===== src/hdl/rfr_pkg.sv =====
// ----------------------------------------------------------------------------
// rfr_pkg
// Types, codes and helpers shared by the reply frame receiver modules.
// ----------------------------------------------------------------------------
package rfr_pkg;

    localparam logic [7:0]  SYNC_BYTE     = 8'h7E;
    localparam logic [7:0]  END_BYTE      = 8'hEF;
    localparam logic [7:0]  ERR_CMD       = 8'h40;
    localparam logic [15:0] TIMEOUT_RESET = 16'd800;

    localparam logic [7:0]  MERR_CHK_A    = 8'h03;
    localparam logic [7:0]  MERR_CHK_B    = 8'h04;
    localparam logic [7:0]  MERR_NOCARD   = 8'h06;

    localparam logic ACT_BYTE = 1'b0;
    localparam logic ACT_TICK = 1'b1;

    localparam logic [3:0] POS_HUNT    = 4'd0;
    localparam logic [3:0] POS_CMD     = 4'd3;
    localparam logic [3:0] POS_PARAM_H = 4'd5;
    localparam logic [3:0] POS_PARAM_L = 4'd6;
    localparam logic [3:0] POS_LAST    = 4'd9;

    typedef enum logic [2:0] {
        ST_OK        = 3'd0,
        ST_NORESP    = 3'd1,
        ST_PARTIAL   = 3'd2,
        ST_CHKBAD    = 3'd3,
        ST_BUSY      = 3'd4,
        ST_FRAME_ERR = 3'd5,
        ST_NOCARD    = 3'd6
    } status_t;

    typedef struct packed {
        logic        valid;
        status_t     status;
        logic [7:0]  cmd;
        logic [15:0] param;
        logic [7:0]  merr;
    } result_t;

    function automatic status_t map_module_error(input logic [7:0] code);
        status_t st;
        unique case (code)
            MERR_CHK_A, MERR_CHK_B: st = ST_CHKBAD;
            MERR_NOCARD:            st = ST_NOCARD;
            default:                st = ST_BUSY;
        endcase
        return st;
    endfunction

endpackage


===== src/hdl/rfr_frame_parser.sv =====
// ----------------------------------------------------------------------------
// rfr_frame_parser
// Byte hunter, frame collector, checksum check and tick timeout window.
// ----------------------------------------------------------------------------
module rfr_frame_parser (
    input  logic             aclk,
    input  logic             aresetn,
    input  logic             cfg_wr_en,
    input  logic [15:0]      cfg_wr_data,
    input  logic             item_accept,
    input  logic             action,
    input  logic [7:0]       rx_byte,
    output rfr_pkg::result_t res
);
    import rfr_pkg::*;

    logic [15:0] timeout_reg;
    logic [3:0]  pos_reg,   pos_next;
    logic [15:0] sum_reg,   sum_next;
    logic [7:0]  cmd_reg,   cmd_next;
    logic [15:0] param_reg, param_next;
    logic [15:0] check_reg, check_next;
    logic [15:0] tick_reg,  tick_next;
    logic [16:0] tick_inc;
    logic [15:0] expected;

    assign tick_inc = {1'b0, tick_reg} + 17'd1;
    assign expected = 16'(17'h10000 - {1'b0, sum_reg});

    always_comb begin
        pos_next   = pos_reg;
        sum_next   = sum_reg;
        cmd_next   = cmd_reg;
        param_next = param_reg;
        check_next = check_reg;
        tick_next  = tick_reg;
        res        = '0;
        res.status = ST_OK;
        if (item_accept) begin
            if (action == ACT_TICK) begin
                if (tick_inc >= {1'b0, timeout_reg}) begin
                    res.valid  = 1'b1;
                    res.status = (pos_reg != POS_HUNT) ? ST_PARTIAL : ST_NORESP;
                    pos_next   = POS_HUNT;
                    sum_next   = '0;
                    tick_next  = '0;
                end else begin
                    tick_next = tick_inc[15:0];
                end
            end else if (pos_reg == POS_HUNT) begin
                if (rx_byte == SYNC_BYTE) begin
                    pos_next = 4'd1;
                    sum_next = '0;
                end
            end else if (pos_reg <= POS_PARAM_L) begin
                sum_next = sum_reg + {8'd0, rx_byte};
                if (pos_reg == POS_CMD) begin
                    cmd_next = rx_byte;
                end else if (pos_reg == POS_PARAM_H || pos_reg == POS_PARAM_L) begin
                    param_next = {param_reg[7:0], rx_byte};
                end
                pos_next = pos_reg + 4'd1;
            end else if (pos_reg < POS_LAST) begin
                check_next = {check_reg[7:0], rx_byte};
                pos_next   = pos_reg + 4'd1;
            end else if (rx_byte != END_BYTE) begin
                pos_next = POS_HUNT;
                sum_next = '0;
            end else begin
                res.valid = 1'b1;
                res.cmd   = cmd_reg;
                res.param = param_reg;
                if (expected != check_reg) begin
                    res.status = ST_CHKBAD;
                end else if (cmd_reg == ERR_CMD) begin
                    res.merr   = param_reg[7:0];
                    res.status = map_module_error(param_reg[7:0]);
                end else begin
                    res.status = ST_OK;
                end
                pos_next  = POS_HUNT;
                sum_next  = '0;
                tick_next = '0;
            end
        end
    end

    always_ff @(posedge aclk) begin
        if (!aresetn) begin
            timeout_reg <= TIMEOUT_RESET;
            pos_reg     <= POS_HUNT;
            sum_reg     <= '0;
            cmd_reg     <= '0;
            param_reg   <= '0;
            check_reg   <= '0;
            tick_reg    <= '0;
        end else begin
            if (cfg_wr_en) begin
                timeout_reg <= cfg_wr_data;
            end
            pos_reg   <= pos_next;
            sum_reg   <= sum_next;
            cmd_reg   <= cmd_next;
            param_reg <= param_next;
            check_reg <= check_next;
            tick_reg  <= tick_next;
        end
    end

    a_pos_range: assert property (@(posedge aclk) disable iff (!aresetn)
        pos_reg <= POS_LAST)
        else $error("byte position beyond last frame byte");

    a_result_restarts: assert property (@(posedge aclk) disable iff (!aresetn)
        res.valid |=> (pos_reg == POS_HUNT && tick_reg == '0 && sum_reg == '0))
        else $error("window not restarted after result");

    a_noresp_hunting: assert property (@(posedge aclk) disable iff (!aresetn)
        (res.valid && res.status == ST_NORESP) |-> (pos_reg == POS_HUNT))
        else $error("no-response result while a frame is in progress");

    a_timeout_clears: assert property (@(posedge aclk) disable iff (!aresetn)
        (res.valid && (res.status == ST_NORESP || res.status == ST_PARTIAL))
            |-> (res.cmd == '0 && res.param == '0 && res.merr == '0))
        else $error("timeout result carries frame data");

endmodule


===== src/hdl/rfr_out_stage.sv =====
// ----------------------------------------------------------------------------
// rfr_out_stage
// Result register on the m_ side; frees the input while a result is taken.
// ----------------------------------------------------------------------------
module rfr_out_stage (
    input  logic             aclk,
    input  logic             aresetn,
    input  rfr_pkg::result_t res,
    output logic             in_ready,
    output logic             m_valid,
    input  logic             m_ready,
    output logic [2:0]       m_status,
    output logic [7:0]       m_reply_cmd,
    output logic [15:0]      m_reply_param,
    output logic [7:0]       m_module_error
);
    import rfr_pkg::*;

    logic    valid_reg, valid_next;
    result_t data_reg;

    assign in_ready = !valid_reg || m_ready;

    always_comb begin
        valid_next = valid_reg;
        if (res.valid) begin
            valid_next = 1'b1;
        end else if (m_ready) begin
            valid_next = 1'b0;
        end
    end

    always_ff @(posedge aclk) begin
        if (!aresetn) begin
            valid_reg <= 1'b0;
        end else begin
            valid_reg <= valid_next;
        end
    end

    always_ff @(posedge aclk) begin
        if (res.valid) begin
            data_reg <= res;
        end
    end

    assign m_valid        = valid_reg;
    assign m_status       = data_reg.status;
    assign m_reply_cmd    = data_reg.cmd;
    assign m_reply_param  = data_reg.param;
    assign m_module_error = data_reg.merr;

    a_load_when_free: assert property (@(posedge aclk) disable iff (!aresetn)
        res.valid |-> in_ready)
        else $error("result loaded over an untaken result");

    a_ready_only_blocked_by_stall: assert property (@(posedge aclk) disable iff (!aresetn)
        !in_ready |-> (valid_reg && !m_ready))
        else $error("input stalled without an output stall");

    a_loaded_shows: assert property (@(posedge aclk) disable iff (!aresetn)
        res.valid |=> valid_reg)
        else $error("loaded result not presented");

endmodule


===== src/hdl/reply_frame_receiver.sv =====
// ----------------------------------------------------------------------------
// reply_frame_receiver
// Hunts 10-byte reply frames in a byte stream and times out on ticks.
// ----------------------------------------------------------------------------
// Input channel s_: each item is either a received byte (s_action = 0,
// s_rx_byte) or one timer tick (s_action = 1). Result channel m_: status,
// command, parameter and module error code of a finished frame or timeout.
// Most items give no result; a good end byte or an expiring window gives one.
// cfg_wr_en / cfg_wr_data write the timeout window length in ticks.
// A result appears on m_ the cycle after the item that causes it.
// Throughput: one item per cycle while s_ready is high; the frame state
// updates with each accepted item and the only stage is the result register.
// Reset: hunting for a start byte, tick count zero, window length 800.
// Stall: while a result waits on m_ with m_ready low, s_ready drops; it
// returns the same cycle m_ready rises.
// ----------------------------------------------------------------------------
module reply_frame_receiver (
    input  logic        aclk,
    input  logic        aresetn,
    input  logic        cfg_wr_en,
    input  logic [15:0] cfg_wr_data,
    input  logic        s_valid,
    output logic        s_ready,
    input  logic        s_action,
    input  logic [7:0]  s_rx_byte,
    output logic        m_valid,
    input  logic        m_ready,
    output logic [2:0]  m_status,
    output logic [7:0]  m_reply_cmd,
    output logic [15:0] m_reply_param,
    output logic [7:0]  m_module_error
);
    import rfr_pkg::*;

    result_t res;
    logic    item_accept;

    assign item_accept = s_valid && s_ready;

    rfr_frame_parser u_parser (
        .aclk        (aclk),
        .aresetn     (aresetn),
        .cfg_wr_en   (cfg_wr_en),
        .cfg_wr_data (cfg_wr_data),
        .item_accept (item_accept),
        .action      (s_action),
        .rx_byte     (s_rx_byte),
        .res         (res)
    );

    rfr_out_stage u_out (
        .aclk           (aclk),
        .aresetn        (aresetn),
        .res            (res),
        .in_ready       (s_ready),
        .m_valid        (m_valid),
        .m_ready        (m_ready),
        .m_status       (m_status),
        .m_reply_cmd    (m_reply_cmd),
        .m_reply_param  (m_reply_param),
        .m_module_error (m_module_error)
    );

endmodule

===== config.mk =====
export PLATFORM = sky130hd
export DESIGN_NAME = reply_frame_receiver
export DESIGN_NICKNAME = d
export VERILOG_FILES = /design/src/hdl/rfr_pkg.sv /design/src/hdl/rfr_frame_parser.sv /design/src/hdl/rfr_out_stage.sv /design/src/hdl/reply_frame_receiver.sv
export SDC_FILE = /design/constraint.sdc
export NUM_CORES = 1
export LEC_CHECK = 0
export BUFFER_PORTS_ARGS = -buffer_cell sky130_fd_sc_hd__buf_2
export CAP_MARGIN = 20
export CORE_MARGIN = 8
export CORE_UTILIZATION = 55
export CTS_CLUSTER_DIAMETER = 120
export CTS_CLUSTER_SIZE = 20
export DETAILED_ROUTE_END_ITERATION = 10
export GPL_TIMING_DRIVEN = 1
export HOLD_SLACK_MARGIN = 0.12
export PLACE_DENSITY = 0.75
export SLEW_MARGIN = 20
export SYNTH_ARGS = -nofsm -noshare
export SYNTH_HDL_FRONTEND = slang
export SYNTH_SLANG_ARGS = --single-unit

===== constraint.sdc =====
create_clock -name aclk -period 14.02 [get_ports aclk]
set_input_delay 1.402 -clock aclk [delete_from_list [all_inputs] [get_ports aclk]]
set_output_delay 1.402 -clock aclk [all_outputs]
set_load 0.005 [all_outputs]

==> results.ini, run 1 <==
[pwr]
p_clk_share_pct = 48.2
switchingPower_uw = 195
power_density_mw_per_mm2 = 108
swShare_pct = 23.0
power_frac_comb_pct = 6.0
seq_power_share_pct = 45.8
ir_worst_vdd_mv = 0.0839
internal-power_uw = 652
p_leak_nw = 3.07

[route]
wl_per_cell_um = 16.4
postRouteAntennaNets = 0
vias = 5264
drt_iter0_markers = 410
wl_mm = 15.6
via_per_inst = 5.53
drc = 0
dr.pass1.iters = 5

[logic_synthesis]
syn_nets = 773
async_reset_ff_share_pct = 0
ys_warn_count = 0
synth.cell_area_mm2 = 0.00681
synth_cell_types = 71
synthCells = 712
ys.flop_type = dfxtp_1
yosysSeqAreaShare_pct = 42.8
synth_edf_count = 35
ys_ff_latch = 128
postSynthAreaPerCell_um2 = 9.57

[finish]
drive_gt1_share_pct = 15.1
final_nets = 832
antenna_cells = 0
final_common_cell = dfxtp_1
syn_to_final_growth_pct = 14.7
fin_util_pct = 64.8
mostFrequentLayoutCells = 93 x dfxtp_1, 66 x buf_2, 61 x nor2b_1, 61 x nor2_1, 54 x mux2i_1

[critical_path]
cpPeakStageDelay_ns = 0.80
cp.required_ns = 14.06
arrival_ns = 4.33
path_common_cell = nor2_1
start_kind = flop
worst-setup-path-type = reg -> reg
crit_path_max_fanout = 36
cp-end-kind = flop
crit_path_cell_trace = ha_1, nand3_2, or3_1, nor2_1, nand3_1, xnor2_1, ha_1, nand4_1, nor2_1, o311ai_0, a31oi_1, nor2_1, nor2_4
critical-path-slowest-cell = nor2_4

[timing]
final.setup.tns_ns = 0
fin_crit_sh_pct = 30.6
final-max-slew-violation-count = 0
hold_violations = 0
grt_setup_unrepaired = false
finalSetupViolations = 0
worst_pin_slew_ns = 1.02
fin_skew_ns = 0.00942
period_minus_slack_ns = 4.29
relSlewSlack_pct = 31.6
max_freq_mhz = 233

[global_route]
grt_use_total_pct = 19.9
grt_max_degree = 84
antenna_found_initial = 0
grt.met1_usage_pct = 24.0
grt_overflow = 0
grt_pass1_vias = 5232
grt_pass1_wl_mm = 25.7
use_met3_pct = 4.33
busiest_layer = met2
grt_use_met2_pct = 32.4

[floorplan]
start_util_pct = 56.5
die_h_um = 127
fp.dieW_um = 127
rows = 40
die_area_mm2 = 0.0162
ios = 67
core_mm2 = 0.0121

[clock_network]
cts_sinks = 128
h-tree-depth = 4
cts_tree = yes
clk_latency_ns = 0.42
cts-root-buf = clkbuf_16
clkTransAtPathRegs_ns = 0.06
hold_buffers = 0
post_cts_buffers = 0
cts_resized = 0
numCtsBuffers = 17
cts.path.max_buffers = 2

[placed_design]
hpwl_mm = 10.9
place.gp.congestion = 0.914
io_buffers = 66

[hold_path]
worstHoldPathType = reg -> reg

[run_status]
status = complete, no violations

[flow_run]
cap_viol_max_count = 0

[final timing paths]
| check | from | endpoint | slack [ns] | cells after the start |
|---|---|---|---|---|
| worst min-delay path | u_parser.timeout_reg[9] | u_parser.timeout_reg[9] | 0.49 | 2 |
| worst max-delay path | u_parser.tick_reg[0] | u_out.m_reply_cmd[2] | 9.73 | 13 |
| worst max register to register | u_parser.tick_reg[0] | u_out.m_reply_cmd[2] | 9.73 | 13 |
| worst min register to register | u_parser.timeout_reg[9] | u_parser.timeout_reg[9] | 0.49 | 2 |
[logic make-up after synthesis]
| group | Yosys count | synth area share [%] |
|---|---|---|
| flip-flops | 128 | 42.8 |
| AO/OA/AOI/OAI | 89 | 8.85 |
| adder cells (fa/ha/maj) | 31 | 5.80 |
| buffers and inverters | 58 | 3.47 |
| AND/OR/NAND/NOR | 301 | 24.6 |
| multiplexers | 54 | 7.93 |
| XOR/XNOR | 51 | 6.56 |
[per-layer routing]
layer	up-vias	part of all wire [%]	routed length, um
met5	-	0	0
met1	2485	44	6950
met3	29	6.0	929
met2	142	47	7390
met4	0	2.2	346
li1	2608	-	-
[worst max-delay path: cells and delay by family (launching register included)]
| family | cells | cell delay (ns) |
|---|---|---|
| AND/OR/NAND/NOR | 8 | 2.27 |
| adder cells (fa/ha/maj) | 2 | 0.56 |
| flip-flops | 1 | 0.42 |
| XOR/XNOR | 1 | 0.15 |
| AO/OA/AOI/OAI | 2 | 0.48 |
[synth_stat cells, types with 21 or more instances]
master    instances  area share (%)
dfxtp_1          93              27
nor2_1           62             3.4
nor2b_1          61             5.6
mux2i_1          54             7.9
nand2_1          41             2.3
and2_1           35             3.2
edfxtp_1         35              15
ha_1             30             5.5
inv_1            29             1.6
nand3_1          28             2.1
xnor2_1          28             3.6
xor2_1           23             3.0
clkbuf_1         21             1.2
[layout make-up]
cell class | count | area [um2]
fillers | 978 | 4250
multi-input cells | 526 | 3680
flip-flops and latches | 128 | 2910
clock buffers | 22 | 454
repair buffers | 69 | 353
well taps | 168 | 210
inverters | 29 | 109
clock inverters | 10 | 90.1
[stage by stage]
step           power, mW  hold WS (ns)  cell area (um2)  cells  worst slack (ns)
2_1_floorplan      0.428         0.461             6810    712              9.44
3_3_place_gp       0.444         0.480             7260    920             10.00
4_1_cts            0.851         0.498             7800    952              9.76
3_5_place_dp       0.446         0.487             7260    920              9.79
6_report           0.847         0.492             7810    952              9.73
5_1_grt            0.873         0.518             7810    952              9.45
[power by group through the flow]
stage	combinational, mW	sequential (mW)	clock (mW)
after detailed placement	0.0501	0.396	0
final	0.0506	0.388	0.409
after global routing	0.0558	0.388	0.429
after CTS	0.0506	0.388	0.412
after floorplan	0.0323	0.395	0
after global placement	0.0490	0.395	0
No activity file was read; power rests on OpenSTA's default activity.
==> run 2: changes to the inputs <==
- ABC_AREA: unset -> 1
- clock period: 14.02 -> 4.25 ns (I/O delays scaled with it)
==> run 2 against run 1 <==
Effect of this change: cell count rose by 29%; cell area is 4.3% higher; critical endpoint is now u_parser.sum_reg[2]; routed wire length rose by 12%; highest routed layer unchanged; critical path depth increased by 8; clock skew shrank 0.0018 ns; clock-buffer cell count shrank 3; worst setup slack worse by 8.8 ns; largest power group unchanged; critical path type unchanged; global-route usage rose by 1.6 points; utilization fell by 0.48 points; total power grew to 3.8 times the previous value.
==> results.ini, run 2 <==
[hold_path]
min-delay-start = cfg_wr_data[5]
worstHoldPathType = in -> reg
holdPathStages = 3

[route]
wl_mm = 17.5
drt_iter0_markers = 627
vias = 6502
postRouteAntennaNets = 0
dr.pass1.iters = 7
via_per_inst = 5.31
drc = 0
wl_per_cell_um = 14.2

[floorplan]
start_util_pct = 56.3
die_h_um = 130
core_mm2 = 0.0127
ios = 67
rows = 41
die_area_mm2 = 0.0169
fp.dieW_um = 130

[logic_synthesis]
ys_top_cells_by_area = dfxtp_1 26%, edfxtp_1 15%, nand2_1 12%, inv_1 7.0%, a21oi_1 6.1%
synthCells = 982
synth.most_common_cell = nand2_1
synth_top_area_share_pct = 26.1
synth_cell_types = 41
ys_ff_latch = 128
ys_warn_count = 0
syn_nets = 1043
yosysSeqAreaShare_pct = 40.8
ys.flop_type = dfxtp_1
ys_top_cells_by_count = 220 x nand2_1, 134 x inv_1, 102 x nor2_1
synth.cell_area_mm2 = 0.00714
synth_largest_area_cell = dfxtp_1
postSynthAreaPerCell_um2 = 7.27
async_reset_ff_share_pct = 0
synth_edf_count = 35

[placed_design]
hpwl_mm = 12.5
place_ws_ns = 1.00
place.gp.congestion = 0.927
io_buffers = 66
place_inst = 1193

[timing]
worst_slack_ns = 0.932
hold_violations = 0
final-max-slew-violation-count = 0
relSlewSlack_pct = 33.6
finalSetupViolations = 0
worst_pin_slew_ns = 0.990
fin_crit_sh_pct = 78.1
final.setup.tns_ns = 0
fin_skew_ns = 0.00762
period_minus_slack_ns = 3.32
holdWs_ns = 0.234
grt_setup_unrepaired = false
max_freq_mhz = 301

[clock_network]
h-tree-depth = 4
post_cts_buffers = 0
cts_tree = yes
cts.path.max_buffers = 2
clkTransAtPathRegs_ns = 0.06
cts_sinks = 128
hold_buffers = 0
clk_latency_ns = 0.42
cts-root-buf = clkbuf_16
cts_resized = 0
numCtsBuffers = 17

[critical_path]
reg2reg_from = u_parser.tick_reg[0]
reg2reg_depth = 21
cp.required_ns = 4.56
crit_path_end = u_parser.sum_reg[2]
startpoint = u_parser.tick_reg[0]
start_kind = flop
arrival_ns = 3.63
reg2reg_slack_ns = 0.93
cp-end-kind = flop
worst-setup-path-type = reg -> reg
rr_endpoint = u_parser.sum_reg[2]
crit_path_max_fanout = 20

[global_route]
antenna_found_initial = 0
grt_pass1_vias = 5750
grt_pass1_wl_mm = 28.5
grt_use_total_pct = 21.5
grt_overflow = 0
grt_max_degree = 58

[pwr]
power_density_mw_per_mm2 = 392
power_frac_comb_pct = 15.6
switchingPower_uw = 899
p_clk_share_pct = 43.0
swShare_pct = 28.2
seq_power_share_pct = 41.4
p_leak_nw = 3.67
internal-power_mw = 2.29
ir_worst_vdd_mv = 0.218

[finish]
final_common_cell = nand2_1
drive_gt1_share_pct = 12.5
syn_to_final_growth_pct = 14.1
antenna_cells = 0
stdcell_count = 1225
final_nets = 1101
mostFrequentLayoutCells = 220 x nand2_1, 134 x inv_1, 102 x nor2_1

[flow_run]
cap_viol_max_count = 0

[run_status]
status = complete, no violations

-- run 2: metrics by stage --
stage	total power, mW	util (%)	area [um2]
after floorplan	1.71	-	7140
after global placement	1.83	59.8	7580
after detailed placement	1.84	59.8	7580
after CTS	3.20	64.3	8150
after global routing	3.33	64.3	8150
final	3.19	64.3	8150
-- run 2: layer usage --
layer / vias to the layer above / global-route usage [%] / part of all wire [%]
met5: - / 0 / 0
met4: 0 / 9.36 / 2.0
met3: 35 / 5.18 / 8.8
met2: 239 / 32.1 / 43
met1: 2914 / 29.1 / 47
li1: 3314 / - / -
-- run 2: area by class of cell --
| class | count | area (um2) |
|---|---|---|
| multi-input combinational | 683 | 3560 |
| clock buffer | 19 | 453 |
| tap | 172 | 215 |
| sequential | 128 | 2910 |
| clock inverter | 13 | 111 |
| timing repair buffer | 73 | 383 |
| inverter | 137 | 514 |
| fill | 1127 | 4530 |
-- run 2: worst min-delay path by stage --
stage	endpoint	slack, ns
floorplan	u_parser.param_reg[10]	0.43
global placement	u_parser.param_reg[11]	0.44
detailed placement	u_parser.param_reg[11]	0.45
CTS	u_parser.timeout_reg[5]	0.22
global route	u_parser.timeout_reg[9]	0.25
finish	u_parser.timeout_reg[5]	0.23
-- run 2: critical path: stages (launching register included) --
cell,delay [ns]
dfxtp_1,0.38
inv_1,0.08
nor2_1,0.19
nand2_1,0.17
nor4_2,0.36
xor2_1,0.22
inv_1,0.06
ha_1,0.26
nand2_1,0.04
inv_1,0.07
nand2_1,0.07
nor2_1,0.15
a21oi_1,0.08
nand2_1,0.06
nand2_1,0.04
nand2_1,0.05
nand2_1,0.07
nand3_2,0.08
buf_4,0.27
nand3_4,0.25
a21oi_1,0.20
nor2_1,0.05
-- run 2: logic make-up after synthesis --
kind of cell | after synthesis | share of synthesized area (%)
AND/OR/NAND/NOR | 465 | 28.9
buffers and inverters | 171 | 9.38
XOR/XNOR | 31 | 3.80
AO/OA/AOI/OAI | 156 | 11.6
flip-flops | 128 | 40.8
adder cells (fa/ha/maj) | 31 | 5.54
-- run 2: power groups by stage --
stage               Sequential, mW  Combinational (mW)  Clock, mW
global route                  1.33               0.565       1.44
global placement              1.35               0.484          0
floorplan                     1.34               0.368          0
detailed placement            1.35               0.489          0
CTS                           1.32               0.492       1.39
finish                        1.32               0.496       1.37
==> run 3: changes to the inputs <==
- ABC_AREA: 1 -> 0
- CORE_UTILIZATION: 55 -> 54
- PLACE_DENSITY: 0.75 -> 0.77
- clock period: 4.25 -> 2.91 ns (I/O delays scaled with it)
==> run 3 against run 2 <==
Effect of this change: the run now ends with negative setup slack left; non-clock buffer count grew 50; clock power grew 64%; clock-buffer cell count shrank 1; cell area grew 7.2%; via count shrank 14%; combinational power shrank 38%.
==> results.ini, run 3 (synthesized netlist as in run 1, its figures left out) <==
[critical_path]
crit_path_max_fanout = 8
cp.required_ns = 3.24
cp-end-kind = flop
worst-setup-path-type = reg -> reg
startpoint = u_parser.tick_reg[0]
reg2reg_from = u_parser.tick_reg[0]
start_kind = flop
arrival_ns = 3.52

[route]
drc = 0
wl_met2_mm = 8.61
dr.pass1.iters = 5
wl_mm = 17.2
route.met3.wl_um = 995
postRouteAntennaNets = 0
top_layer_used = met4
wl_per_cell_um = 17.0
via_per_inst = 5.54
wl_met1_mm = 7.03
drt_iter0_markers = 424
vias = 5597

[placed_design]
io_buffers = 66
place.gp.congestion = 0.940
hpwl_mm = 11.5
place_area_mm2 = 0.00759
place_inst = 956

[global_route]
grt_overflow = 0
grt_use_total_pct = 20.3
grt_pass1_wl_mm = 26.6
antenna_found_initial = 0
grt_pass1_vias = 5460
grt_max_degree = 40

[timing]
worst_slack_ns = -0.278
period_minus_slack_ns = 3.19
grt_setup_unrepaired = true
hold_violations = 0
worst_pin_slew_ns = 0.571
holdWs_ns = 0.132
final-max-slew-violation-count = 0
max_freq_mhz = 314
relSlewSlack_pct = 61.8
finalSetupViolations = 74
fin_skew_ns = 0.00955
fin_crit_sh_pct = 110

[pwr]
ir_worst_vdd_mv = 0.281
p_leak_nw = 3.47
power_density_mw_per_mm2 = 506

[clock_network]
h-tree-depth = 4
cts-root-buf = clkbuf_16
cts_sinks = 128
clk_latency_ns = 0.42
cts_tree = yes
cts.path.max_buffers = 2
numCtsBuffers = 17
clkTransAtPathRegs_ns = 0.06

[floorplan]
ios = 67
die_h_um = 128
start_util_pct = 54.7
rows = 41
fp.dieW_um = 128
core_mm2 = 0.0125
die_area_mm2 = 0.0165

[finish]
stdcell_count = 1010
post-route-cell-area_mm2 = 0.00873
final_common_cell = dfxtp_1
antenna_cells = 0
mostFrequentLayoutCells = 85 x dfxtp_1, 67 x buf_2, 61 x nor2b_1
syn_to_final_growth_pct = 28.2
drive_gt1_share_pct = 26.5
final_nets = 886

[run_status]
violations = negative setup slack
status = finished with violations

[hold_path]
worstHoldPathType = in -> reg
min-delay-start = cfg_wr_data[4]

[flow_run]
cap_viol_max_count = 0

run 3: changes by cell type in the layout (fill, tap and decap cells not counted), sizes merged, moves of 47 or more:
cell   change
a21oi     -70
inv      -108
mux2i     +54
nand2    -182
nor2      -47
nor2b     +61
run 3: path summary, 6_finish.rpt:
kind | end | slack (ns) | cells past startpoint
max | u_parser.sum_reg[4] | -0.28 | 14
min | u_parser.timeout_reg[4] | 0.13 | 3
max reg2reg | u_parser.sum_reg[4] | -0.28 | 14
min reg2reg | u_parser.timeout_reg[9] | 0.49 | 2
run 3: critical path: stages, from the launching register on:
cell,delay (ns)
dfxtp_4,0.38
nand3_4,0.09
nor3_4,0.19
nand4_1,0.15
or2_4,0.27
buf_6,0.12
xnor2_1,0.12
ha_1,0.31
nand4_1,0.16
nor2_4,0.19
o311ai_4,0.14
a31oi_4,0.32
o211ai_4,0.21
buf_6,0.20
o31ai_4,0.24
run 3: metrics by stage:
step                      worst slack, ns  util (%)  TNS (ns)  power (mW)
after global routing               -0.385      70.1    -25.01        4.56
after detailed placement           -0.421      60.9    -19.21        2.17
final                              -0.278      70.1    -17.25        4.42
after global placement             -0.199      60.9     -7.92        2.16
after CTS                         -0.0995      68.0     -3.58        4.41
after floorplan                    -0.396         -    -14.34        2.06
run 3: what timing repair did:
action	4_1_cts	5_1_grt
setup buffers	12	4
hold buffers	3	0
gates resized for setup	34	35
hold endpoints to repair	3	0
endpoints found under the setup margin	74	83
cloned	1	3
pin swaps	13	22
run 3: power breakdown:
part / leakage, nW / internal [mW] / switching, mW
registers: 1.08 / 1.85 / 0.0164
clock network: 0.308 / 1.45 / 0.792
logic: 2.08 / 0.131 / 0.179
total: 3.47 / 3.43 / 0.988
run 3: metal layers:
metal / vias up / track usage (%)
met5: - / 0
met4: 0 / 7.76
met3: 45 / 5.16
met2: 157 / 35.6
met1: 2678 / 23.2
li1: 2717 / -
run 3: final cells by class:
cell class | instances | area (um2)
Clock buffer | 18 | 439
Clock inverter | 14 | 186
Fill cell | 887 | 3730
Inverter | 29 | 109
Multi-Input combinational cell | 526 | 3980
Sequential cell | 128 | 2940
Tap cell | 172 | 215
Timing Repair Buffer | 123 | 866
